## src/sv/agce_pkg.sv

```systemverilog
// agce_pkg: shared types and constants of the grid cell enumerator
// used by agce_ctrl, agce_dp and aabb_grid_cell_enumerator; no dependencies
package agce_pkg;

  localparam int COORD_W    = 48;
  localparam int CELL_W     = 32;
  localparam int GRID_W     = 16;
  localparam int IDX_W      = 3;   // cell offset within one axis, spans of up to 8 cells
  localparam int IN_DATA_W  = 6 * COORD_W;
  localparam int OUT_DATA_W = 2 * CELL_W;

  localparam logic [GRID_W-1:0] GRID_RESET = 16'd16;

  // which box bound the shared divider works on
  typedef enum logic [1:0] {
    SEL_MIN_X = 2'd0,
    SEL_MAX_X = 2'd1,
    SEL_MIN_Z = 2'd2,
    SEL_MAX_Z = 2'd3
  } sel_t;

  // commands from the controller to the datapath
  typedef struct packed {
    logic             load;       // latch the box on an input transaction
    logic             div_step;   // run two quotient bits
    logic             div_first;  // first step, start from the selected bound
    logic             div_save;   // final step, store the cell index
    sel_t             sel;
    logic             out_load;   // capture a result into the output register
    logic             big;
    logic             last;
    logic [IDX_W-1:0] xi;
    logic [IDX_W-1:0] zi;
  } cmd_t;

  // status from the datapath to the controller
  typedef struct packed {
    logic             box_ok;     // incoming box is non-empty on all axes
    logic             too_big;    // span exceeds the limit on X or Z
    logic [IDX_W-1:0] nx_m1;      // X cell count minus one
    logic [IDX_W-1:0] nz_m1;      // Z cell count minus one
    logic             out_free;   // output register can take a result
  } sts_t;

endpackage

```

## src/sv/aabb_grid_cell_enumerator.sv

```systemverilog
// aabb_grid_cell_enumerator: lists the X-Z grid cells covered by a box, X outer, Z inner.
// Four divisions of the box bounds by the grid size run on one shared divider; the first
// result follows the last division step, then one cell per cycle while the output is free.
// Up to MAX_SPAN**2 results per box; a new box is taken only after the last result of the
// previous one is loaded, an empty box is dropped in idle. Reset (rst_n, synchronous):
// grid_size to 16, sequencer idle, output register empty. Depends on agce_pkg, agce_ctrl, agce_dp
module aabb_grid_cell_enumerator #(
  parameter int MAX_SPAN  = 8,
  parameter int FRAC_BITS = 16
) (
  input  logic                            clk,
  input  logic                            rst_n,
  // configuration: grid_size
  input  logic                            cfg_tvalid,
  output logic                            cfg_tready,
  input  logic [agce_pkg::GRID_W-1:0]     cfg_tdata,   // grid_size[15:0]
  // box input
  input  logic                            in_tvalid,
  output logic                            in_tready,
  input  logic [agce_pkg::IN_DATA_W-1:0]  in_tdata,    // min_x, min_y, min_z, max_x, max_y, max_z
  // cell output
  output logic                            out_tvalid,
  input  logic                            out_tready,
  output logic [agce_pkg::OUT_DATA_W-1:0] out_tdata,   // cell_x[31:0], cell_z[63:32]
  output logic                            out_tuser,   // too_large
  output logic                            out_tlast    // last
);

  localparam int STEPS = (agce_pkg::COORD_W - FRAC_BITS) / 2;

  agce_pkg::cmd_t cmd;
  agce_pkg::sts_t sts;

  assign cfg_tready = 1'b1;

  // sequencer
  agce_ctrl #(
    .STEPS (STEPS)
  ) u_ctrl (
    .clk      (clk),
    .rst_n    (rst_n),
    .in_valid (in_tvalid),
    .in_ready (in_tready),
    .sts      (sts),
    .cmd      (cmd)
  );

  // arithmetic and result register
  agce_dp #(
    .FRAC_BITS (FRAC_BITS),
    .MAX_SPAN  (MAX_SPAN)
  ) u_dp (
    .clk       (clk),
    .rst_n     (rst_n),
    .cfg_valid (cfg_tvalid),
    .cfg_data  (cfg_tdata),
    .in_data   (in_tdata),
    .cmd       (cmd),
    .sts       (sts),
    .out_valid (out_tvalid),
    .out_ready (out_tready),
    .out_data  (out_tdata),
    .out_big   (out_tuser),
    .out_last  (out_tlast)
  );

endmodule

```

## src/sv/agce_ctrl.sv

```systemverilog
// agce_ctrl: sequencer for box load, four cell index divisions and cell emission
// depends on agce_pkg for the command and status structs
module agce_ctrl #(
  parameter int STEPS = 16
) (
  input  logic          clk,
  input  logic          rst_n,
  input  logic          in_valid,
  output logic          in_ready,
  input  agce_pkg::sts_t sts,
  output agce_pkg::cmd_t cmd
);

  localparam int CW = $clog2(STEPS);

  typedef enum logic [2:0] {
    S_IDLE = 3'b001,
    S_DIV  = 3'b010,
    S_EMIT = 3'b100
  } state_t;

  state_t                      state_r, state_nxt;
  logic [CW-1:0]               cnt_r, cnt_nxt;
  agce_pkg::sel_t              sel_r, sel_nxt;
  logic [agce_pkg::IDX_W-1:0]  xi_r, xi_nxt;
  logic [agce_pkg::IDX_W-1:0]  zi_r, zi_nxt;
  logic                        step_last;
  logic                        cell_last;

  assign step_last = (cnt_r == CW'(STEPS - 1));
  assign cell_last = (xi_r == sts.nx_m1) && (zi_r == sts.nz_m1);
  assign in_ready  = (state_r == S_IDLE);

  // next state and commands
  always_comb begin
    state_nxt = state_r;
    cnt_nxt   = cnt_r;
    sel_nxt   = sel_r;
    xi_nxt    = xi_r;
    zi_nxt    = zi_r;
    cmd       = '0;
    cmd.sel   = sel_r;
    cmd.xi    = xi_r;
    cmd.zi    = zi_r;
    case (state_r)
      S_IDLE: begin
        if (in_valid) begin
          cmd.load = 1'b1;
          if (sts.box_ok) begin
            state_nxt = S_DIV;
            cnt_nxt   = '0;
            sel_nxt   = agce_pkg::SEL_MIN_X;
          end
        end
      end
      S_DIV: begin
        cmd.div_step  = 1'b1;
        cmd.div_first = (cnt_r == '0);
        cmd.div_save  = step_last;
        if (step_last) begin
          cnt_nxt = '0;
          if (sel_r == agce_pkg::SEL_MAX_Z) begin
            state_nxt = S_EMIT;
            xi_nxt    = '0;
            zi_nxt    = '0;
          end else begin
            sel_nxt = agce_pkg::sel_t'(sel_r + 2'd1);
          end
        end else begin
          cnt_nxt = cnt_r + CW'(1);
        end
      end
      S_EMIT: begin
        if (sts.out_free) begin
          cmd.out_load = 1'b1;
          cmd.big      = sts.too_big;
          cmd.last     = sts.too_big || cell_last;
          if (sts.too_big || cell_last) begin
            state_nxt = S_IDLE;
          end else if (zi_r == sts.nz_m1) begin
            zi_nxt = '0;
            xi_nxt = xi_r + agce_pkg::IDX_W'(1);
          end else begin
            zi_nxt = zi_r + agce_pkg::IDX_W'(1);
          end
        end
      end
      default: begin
        state_nxt = S_IDLE;
      end
    endcase
  end

  // control registers
  always_ff @(posedge clk) begin
    if (!rst_n) begin
      state_r <= S_IDLE;
      cnt_r   <= '0;
      sel_r   <= agce_pkg::SEL_MIN_X;
      xi_r    <= '0;
      zi_r    <= '0;
    end else begin
      state_r <= state_nxt;
      cnt_r   <= cnt_nxt;
      sel_r   <= sel_nxt;
      xi_r    <= xi_nxt;
      zi_r    <= zi_nxt;
    end
  end

`ifndef NO_ASSERTIONS
  // cell offsets never run past the box extent while emitting
  a_offsets_in_range: assert property (@(posedge clk) disable iff (!rst_n)
    (state_r == S_EMIT && !sts.too_big) |-> (xi_r <= sts.nx_m1 && zi_r <= sts.nz_m1))
    else $error("cell offset beyond box extent");

  // the fourth division hands over to emission
  a_div_to_emit: assert property (@(posedge clk) disable iff (!rst_n)
    (state_r == S_DIV && sel_r == agce_pkg::SEL_MAX_Z && step_last) |=> (state_r == S_EMIT))
    else $error("emission did not follow the last division");

  // the last result of a box returns the sequencer to idle
  a_last_to_idle: assert property (@(posedge clk) disable iff (!rst_n)
    (cmd.out_load && cmd.last) |=> (state_r == S_IDLE))
    else $error("sequencer not idle after last result");
`endif

endmodule

```

## src/sv/agce_dp.sv

```systemverilog
// agce_dp: grid size register, box latch, shared radix-4 divider, cell index
// store, span check and output register; depends on agce_pkg
module agce_dp #(
  parameter int FRAC_BITS = 16,
  parameter int MAX_SPAN  = 8
) (
  input  logic                               clk,
  input  logic                               rst_n,
  input  logic                               cfg_valid,
  input  logic [agce_pkg::GRID_W-1:0]        cfg_data,
  input  logic [agce_pkg::IN_DATA_W-1:0]     in_data,
  input  agce_pkg::cmd_t                     cmd,
  output agce_pkg::sts_t                     sts,
  output logic                               out_valid,
  input  logic                               out_ready,
  output logic [agce_pkg::OUT_DATA_W-1:0]    out_data,
  output logic                               out_big,
  output logic                               out_last
);

  localparam int CW    = agce_pkg::COORD_W;
  localparam int GW    = agce_pkg::GRID_W;
  localparam int W     = CW - 1 - FRAC_BITS;   // magnitude bits above the fraction
  localparam int QW    = W + 1;                // signed cell index width
  localparam int STEPS = (W + 1) / 2;
  localparam int DW    = 2 * STEPS;

  logic [GW-1:0]          grid_r;
  logic [GW-1:0]          g_eff;
  logic [W-1:0]           dvd_r [4];
  logic [3:0]             neg_r;
  logic signed [QW-1:0]   q_r [4];
  logic [GW-1:0]          rem_r;
  logic [DW-1:0]          dq_r;
  logic [GW-1:0]          rem_src;
  logic [DW-1:0]          dq_src;
  logic [GW+1:0]          step_res;
  logic [DW-1:0]          dq_nxt;
  logic [W-1:0]           quo;
  logic signed [CW-1:0]   bound [4];
  logic [CW-1:0]          mag [4];
  logic signed [CW-1:0]   mn_x, mn_y, mn_z, mx_x, mx_y, mx_z;
  logic [QW:0]            dx, dz;
  logic                   big_x, big_z;
  logic                   out_valid_r;
  logic [agce_pkg::CELL_W-1:0] cx_r, cz_r;
  logic                   big_r, last_r;

  // two restoring division steps
  function automatic logic [GW+1:0] div2(logic [GW-1:0] rem, logic [1:0] bits,
                                         logic [GW-1:0] d);
    logic [GW:0]   t;
    logic [GW-1:0] r;
    logic          q1, q0;
    t = {rem, bits[1]};
    if (t >= {1'b0, d}) begin
      r  = GW'(t - {1'b0, d});
      q1 = 1'b1;
    end else begin
      r  = t[GW-1:0];
      q1 = 1'b0;
    end
    t = {r, bits[0]};
    if (t >= {1'b0, d}) begin
      r  = GW'(t - {1'b0, d});
      q0 = 1'b1;
    end else begin
      r  = t[GW-1:0];
      q0 = 1'b0;
    end
    return {r, q1, q0};
  endfunction

  // box fields and validity
  assign mn_x = in_data[0*CW +: CW];
  assign mn_y = in_data[1*CW +: CW];
  assign mn_z = in_data[2*CW +: CW];
  assign mx_x = in_data[3*CW +: CW];
  assign mx_y = in_data[4*CW +: CW];
  assign mx_z = in_data[5*CW +: CW];

  assign bound[agce_pkg::SEL_MIN_X] = mn_x;
  assign bound[agce_pkg::SEL_MAX_X] = mx_x - CW'(1);
  assign bound[agce_pkg::SEL_MIN_Z] = mn_z;
  assign bound[agce_pkg::SEL_MAX_Z] = mx_z - CW'(1);

  // floor of a negative value is the complement of the quotient of its complement
  always_comb begin
    for (int i = 0; i < 4; i++) begin
      mag[i] = bound[i][CW-1] ? ~bound[i] : bound[i];
    end
  end

  assign g_eff = (grid_r == '0) ? GW'(1) : grid_r;

  // grid size register
  always_ff @(posedge clk) begin
    if (!rst_n) begin
      grid_r <= agce_pkg::GRID_RESET;
    end else if (cfg_valid) begin
      grid_r <= cfg_data;
    end
  end

  // box latch, divisor scaling folded into a shift of the dividend
  always_ff @(posedge clk) begin
    if (cmd.load) begin
      for (int i = 0; i < 4; i++) begin
        dvd_r[i] <= mag[i][CW-2:FRAC_BITS];
        neg_r[i] <= bound[i][CW-1];
      end
    end
  end

  // shared divider datapath
  assign rem_src  = cmd.div_first ? '0 : rem_r;
  assign dq_src   = cmd.div_first ? DW'(dvd_r[cmd.sel]) : dq_r;
  assign step_res = div2(rem_src, dq_src[DW-1:DW-2], g_eff);
  assign dq_nxt   = {dq_src[DW-3:0], step_res[1:0]};
  assign quo      = dq_nxt[W-1:0];

  always_ff @(posedge clk) begin
    if (cmd.div_step) begin
      rem_r <= step_res[GW+1:2];
      dq_r  <= dq_nxt;
    end
    if (cmd.div_save) begin
      q_r[cmd.sel] <= neg_r[cmd.sel] ? ~{1'b0, quo} : {1'b0, quo};
    end
  end

  // span check
  assign dx    = (QW+1)'(q_r[agce_pkg::SEL_MAX_X]) - (QW+1)'(q_r[agce_pkg::SEL_MIN_X]);
  assign dz    = (QW+1)'(q_r[agce_pkg::SEL_MAX_Z]) - (QW+1)'(q_r[agce_pkg::SEL_MIN_Z]);
  assign big_x = (dx >= (QW+1)'(MAX_SPAN));
  assign big_z = (dz >= (QW+1)'(MAX_SPAN));

  assign sts.box_ok   = (mn_x < mx_x) && (mn_y < mx_y) && (mn_z < mx_z);
  assign sts.too_big  = big_x || big_z;
  assign sts.nx_m1    = dx[agce_pkg::IDX_W-1:0];
  assign sts.nz_m1    = dz[agce_pkg::IDX_W-1:0];
  assign sts.out_free = !out_valid_r || out_ready;

  // output register valid
  always_ff @(posedge clk) begin
    if (!rst_n) begin
      out_valid_r <= 1'b0;
    end else if (cmd.out_load) begin
      out_valid_r <= 1'b1;
    end else if (out_ready) begin
      out_valid_r <= 1'b0;
    end
  end

  // output register payload
  always_ff @(posedge clk) begin
    if (cmd.out_load) begin
      big_r  <= cmd.big;
      last_r <= cmd.last;
      if (cmd.big) begin
        cx_r <= '0;
        cz_r <= '0;
      end else begin
        cx_r <= agce_pkg::CELL_W'(q_r[agce_pkg::SEL_MIN_X]) + agce_pkg::CELL_W'(cmd.xi);
        cz_r <= agce_pkg::CELL_W'(q_r[agce_pkg::SEL_MIN_Z]) + agce_pkg::CELL_W'(cmd.zi);
      end
    end
  end

  assign out_valid = out_valid_r;
  assign out_data  = {cz_r, cx_r};
  assign out_big   = big_r;
  assign out_last  = last_r;

`ifndef NO_ASSERTIONS
  // a pending result is never overwritten
  a_no_overwrite: assert property (@(posedge clk) disable iff (!rst_n)
    cmd.out_load |-> (!out_valid_r || out_ready))
    else $error("result register overwritten");

  // an oversized box gives one final result with cleared cell fields
  a_big_result: assert property (@(posedge clk) disable iff (!rst_n)
    (out_valid_r && big_r) |-> (last_r && cx_r == '0 && cz_r == '0))
    else $error("oversized result malformed");
`endif

endmodule

```

## config.mk

```make
export PLATFORM = sky130hd
export DESIGN_NAME = aabb_grid_cell_enumerator
export DESIGN_NICKNAME = d
export VERILOG_FILES = /design/src/sv/agce_pkg.sv /design/src/sv/aabb_grid_cell_enumerator.sv /design/src/sv/agce_ctrl.sv /design/src/sv/agce_dp.sv
export SDC_FILE = /design/constraint.sdc
export NUM_CORES = 1
export LEC_CHECK = 0
export BUFFER_PORTS_ARGS = -buffer_cell sky130_fd_sc_hd__buf_2
export CORE_MARGIN = 2
export CORE_UTILIZATION = 25
export DETAILED_ROUTE_END_ITERATION = 7
export PLACE_DENSITY_LB_ADDON = 0.05
export SYNTH_ARGS = -nofsm -noshare
export SYNTH_HDL_FRONTEND = slang
export SYNTH_SLANG_ARGS = --single-unit
```

## constraint.sdc

```tcl
create_clock -name clk -period 16.84 [get_ports clk]
set_input_delay 2.526 -clock clk [delete_from_list [all_inputs] [get_ports clk]]
set_output_delay 2.526 -clock clk [all_outputs]
set_load 0.005 [all_outputs]
```

==> flow_metrics.py <==
metrics = {
    "yosys": {
        "synthCells": 2678,
        "syn_area_um2": 27890,
        "avgSynthCellArea_um2": 10.41,
        "synth_edf_count": 370,
        "ys_warn_count": 0,
        "ys_types": 88,
        "syn_nets": 3244,
        "ys_seq_area_share_pct": 42.28,
        "synthFlopType": "edfxtp_1",
        "ys_ff_latch": 404,
        "async_reset_ff_share_pct": 0,
    },
    "sta": {
        "setup_tns_ns": 0,
        "finalHoldViolations": 0,
        "min_period_over_period_pct": 45.70,
        "period_minus_slack_ns": 7.697,
        "finClkSkew_ns": 0.03809,
        "fmax_mhz": 129.9,
        "maxSlewViolCount": 0,
        "finalSetupViolations": 0,
        "rsz0062_at_grt": "false",
        "worst_slew_pin_slew_ns": 1.063,
        "max_slew_margin_pct": 29.16,
    },
    "pwr": {
        "leakage_nw": 13.27,
        "ir_drop_v": 0.00006940,
        "power_density_nw_per_um2": 76.83,
    },
    "run_status": {
        "status": "finished, final reports clean",
    },
    "clock_network": {
        "clock_latency_ns": 0.64,
        "hold_buffers": 0,
        "ctsResizeCount": 0,
        "cts.sinks": 404,
        "cts.root.buffer_cell": "clkbuf_16",
        "post-cts-setup-buffer-count": 0,
        "cts_tree": "yes",
        "numCtsBuffers": 53,
        "clkTransAtPathRegs_ns": 0.06,
        "clockBufferDepth": 3,
        "cts_max_level": 2,
    },
    "grt": {
        "grt_overflow_total": 0,
        "grt_max_degree": 69,
        "gr-usage-met2_pct": 29.97,
        "track_usage_pct": 16.69,
        "gr-max-usage-layer": "met2",
        "grt_pass1_wl_um": 142600,
        "antenna_found_initial": 29,
        "use_met3_pct": 3.507,
        "met1_usage_pct": 20.16,
        "grt_pass1_vias": 22710,
    },
    "setup_path": {
        "r2r-end": "u_dp.rem_r[11]",
        "crit_path_start_kind": "flop",
        "critPathArrivalTime_ns": 8.05,
        "timing.critical_path.buf_inv": 4,
        "crit_path_max_incr_delay_ns": 0.56,
        "crit_fanout": 53,
        "rrSetupSlack_ns": 9.14,
        "crit_family": "compound AO/OA/AOI/OAI gates",
        "cpMostUsedCell": "a21oi_1",
        "critPathCaptureType": "flop",
        "r2r_start": "u_ctrl.state_r[2]",
        "cp_slowest_cell": "buf_4",
        "cp_data_required_time_ns": 17.20,
        "crit_type": "reg -> reg",
        "rr_worst_depth": 32,
    },
    "final_layout": {
        "fin_nets": 3601,
        "layout-drive-gt1-share_pct": 18.80,
        "layout_commonest_cell": "buf_2",
        "syn_to_final_growth_pct": 18.13,
        "utilization_pct": 29.76,
        "mostFrequentLayoutCells": "376 x buf_2, 370 x edfxtp_1, 268 x inv_1",
        "fill_cells": 11622,
    },
    "placed_design": {
        "hpwl_um": 77310,
        "numPortBuffers": 376,
        "gp_congestion": 0.8910,
    },
    "routing": {
        "drc_errors": 0,
        "routed_wl_um": 96030,
        "drtPass1Iterations": 5,
        "viasPerCell": 4.708,
        "wl_per_cell_um": 21.03,
        "postRouteAntennaNets": 0,
        "initialDrtViolationCount": 1125,
        "vias": 21495,
    },
    "floorplanning": {
        "die_w_um": 338.0,
        "start_util_pct": 25.20,
        "dieArea_um2": 114200,
        "die_h_um": 338.0,
        "pin_count": 378,
        "core-area_um2": 110700,
        "rows": 122,
    },
    "hold_path": {
        "hold_start": "u_ctrl.cnt_r[3]",
        "hp-class": "reg -> reg",
        "hold_end": "u_ctrl.cnt_r[3]",
        "whs_path_depth": 1,
    },
    "flow_run": {
        "cap_violations": 0,
    },
}
## metrics by stage
step                      hold WS (ns)  setup WS, ns  total power, mW  cell area, µm²  cells
final                           0.5020         9.143            2.531           32940   4566
after global routing            0.5501         8.306            2.656           32940   4566
after CTS                       0.5030         9.015            2.590           32930   4562
after detailed placement        0.4883         9.020            1.495           31350   4468
after global placement          0.5114         9.093            1.492           31350   4468
after floorplan                 0.4611         9.286            1.364           27890   2678
## area by class of cell
cell class	instances	area [µm²]	share of cell area (%)
Clock buffer	70	1400	4.250
Multi-Input combinational cell	1914	14680	44.57
Inverter	270	1013	3.077
Tap cell	1488	1862	5.652
Antenna cell	4	10.01	0.03039
Timing Repair Buffer	392	2002	6.077
Clock inverter	24	178.9	0.5432
Sequential cell	404	11790	35.80
## cell usage after synthesis, types with 5 or more instances
master | count | share of area, %
buf_1 | 9 | 0.12
o22ai_1 | 9 | 0.20
a21o_1 | 75 | 2.0
xor2_1 | 113 | 3.5
and3_1 | 22 | 0.49
a31oi_1 | 20 | 0.45
dfxtp_1 | 34 | 2.4
edfxtp_1 | 370 | 40
or2_2 | 6 | 0.13
nand2_1 | 131 | 1.8
a21boi_0 | 9 | 0.24
a311oi_1 | 5 | 0.16
fa_1 | 6 | 0.43
buf_2 | 18 | 0.32
nor3_1 | 61 | 1.1
a2111oi_0 | 6 | 0.19
inv_1 | 270 | 3.6
buf_6 | 9 | 0.36
nand4_1 | 83 | 1.9
o211ai_1 | 26 | 0.70
a211o_1 | 8 | 0.25
o31ai_1 | 7 | 0.19
nor4_1 | 30 | 0.67
or3_1 | 13 | 0.29
mux4_2 | 32 | 2.6
mux2i_1 | 30 | 1.1
o221ai_1 | 9 | 0.28
and2_1 | 26 | 0.58
or4_1 | 10 | 0.27
nor2_1 | 173 | 2.3
o21bai_1 | 6 | 0.16
xnor2_1 | 193 | 6.1
a21oi_1 | 149 | 2.7
o21a_1 | 22 | 0.59
clkbuf_1 | 52 | 0.70
nor2b_1 | 39 | 0.87
mux2_2 | 48 | 1.9
o21ai_0 | 93 | 1.7
nand3_1 | 57 | 1.0
and4_1 | 6 | 0.19
nand2b_1 | 34 | 0.76
ha_1 | 251 | 11
nand3b_1 | 8 | 0.22
a211oi_1 | 16 | 0.43
o2111ai_1 | 9 | 0.28
## cells by family after synthesis
kind of cell | share of synthesized area (%)
AND/OR/NAND/NOR | 13.48
buffers and inverters | 5.196
multiplexers | 5.640
AO/OA/AOI/OAI | 12.03
adder cells (fa/ha/maj) | 11.69
XOR/XNOR | 9.669
other | 0.01345
flip-flops | 42.28
## per-layer routing
metal  wire, µm  vias to the layer above
met5        264                        -
met4       2347                       40
met3       4503                      135
met2      48200                      503
met1      40720                    10331
li1           -                    10486
## registers in the layout, indices dropped and copies added, names as in the netlist, 3 cells and up, named ones only
name            count
u_dp.q_r          128
u_dp.dvd_r        124
u_dp.cx_r          32
u_dp.cz_r          32
u_dp.dq_r          32
u_dp.grid_r        16
u_dp.rem_r         16
u_ctrl.cnt_r        4
u_dp.neg_r          4
u_ctrl.state_r      3
u_ctrl.xi_r         3
u_ctrl.zi_r         3
## worst max-delay path by stage
stage	from	to	slack (ns)	cells past startpoint
after floorplan	u_ctrl.state_r[2]	u_dp.rem_r[10]	9.29	33
after global placement	u_ctrl.state_r[2]	u_dp.rem_r[1]	9.09	32
after detailed placement	u_ctrl.state_r[2]	u_dp.rem_r[12]	9.02	32
after CTS	u_ctrl.state_r[2]	u_dp.rem_r[12]	9.02	32
after global routing	u_ctrl.state_r[2]	u_dp.rem_r[4]	8.31	32
final	u_ctrl.state_r[2]	u_dp.rem_r[11]	9.14	32
## report_power, final
group	switching [mW]	internal, mW
registers	0.0106	1.14
clock network	0.451	0.611
logic	0.180	0.136
Power figures use the tool's default switching activity.
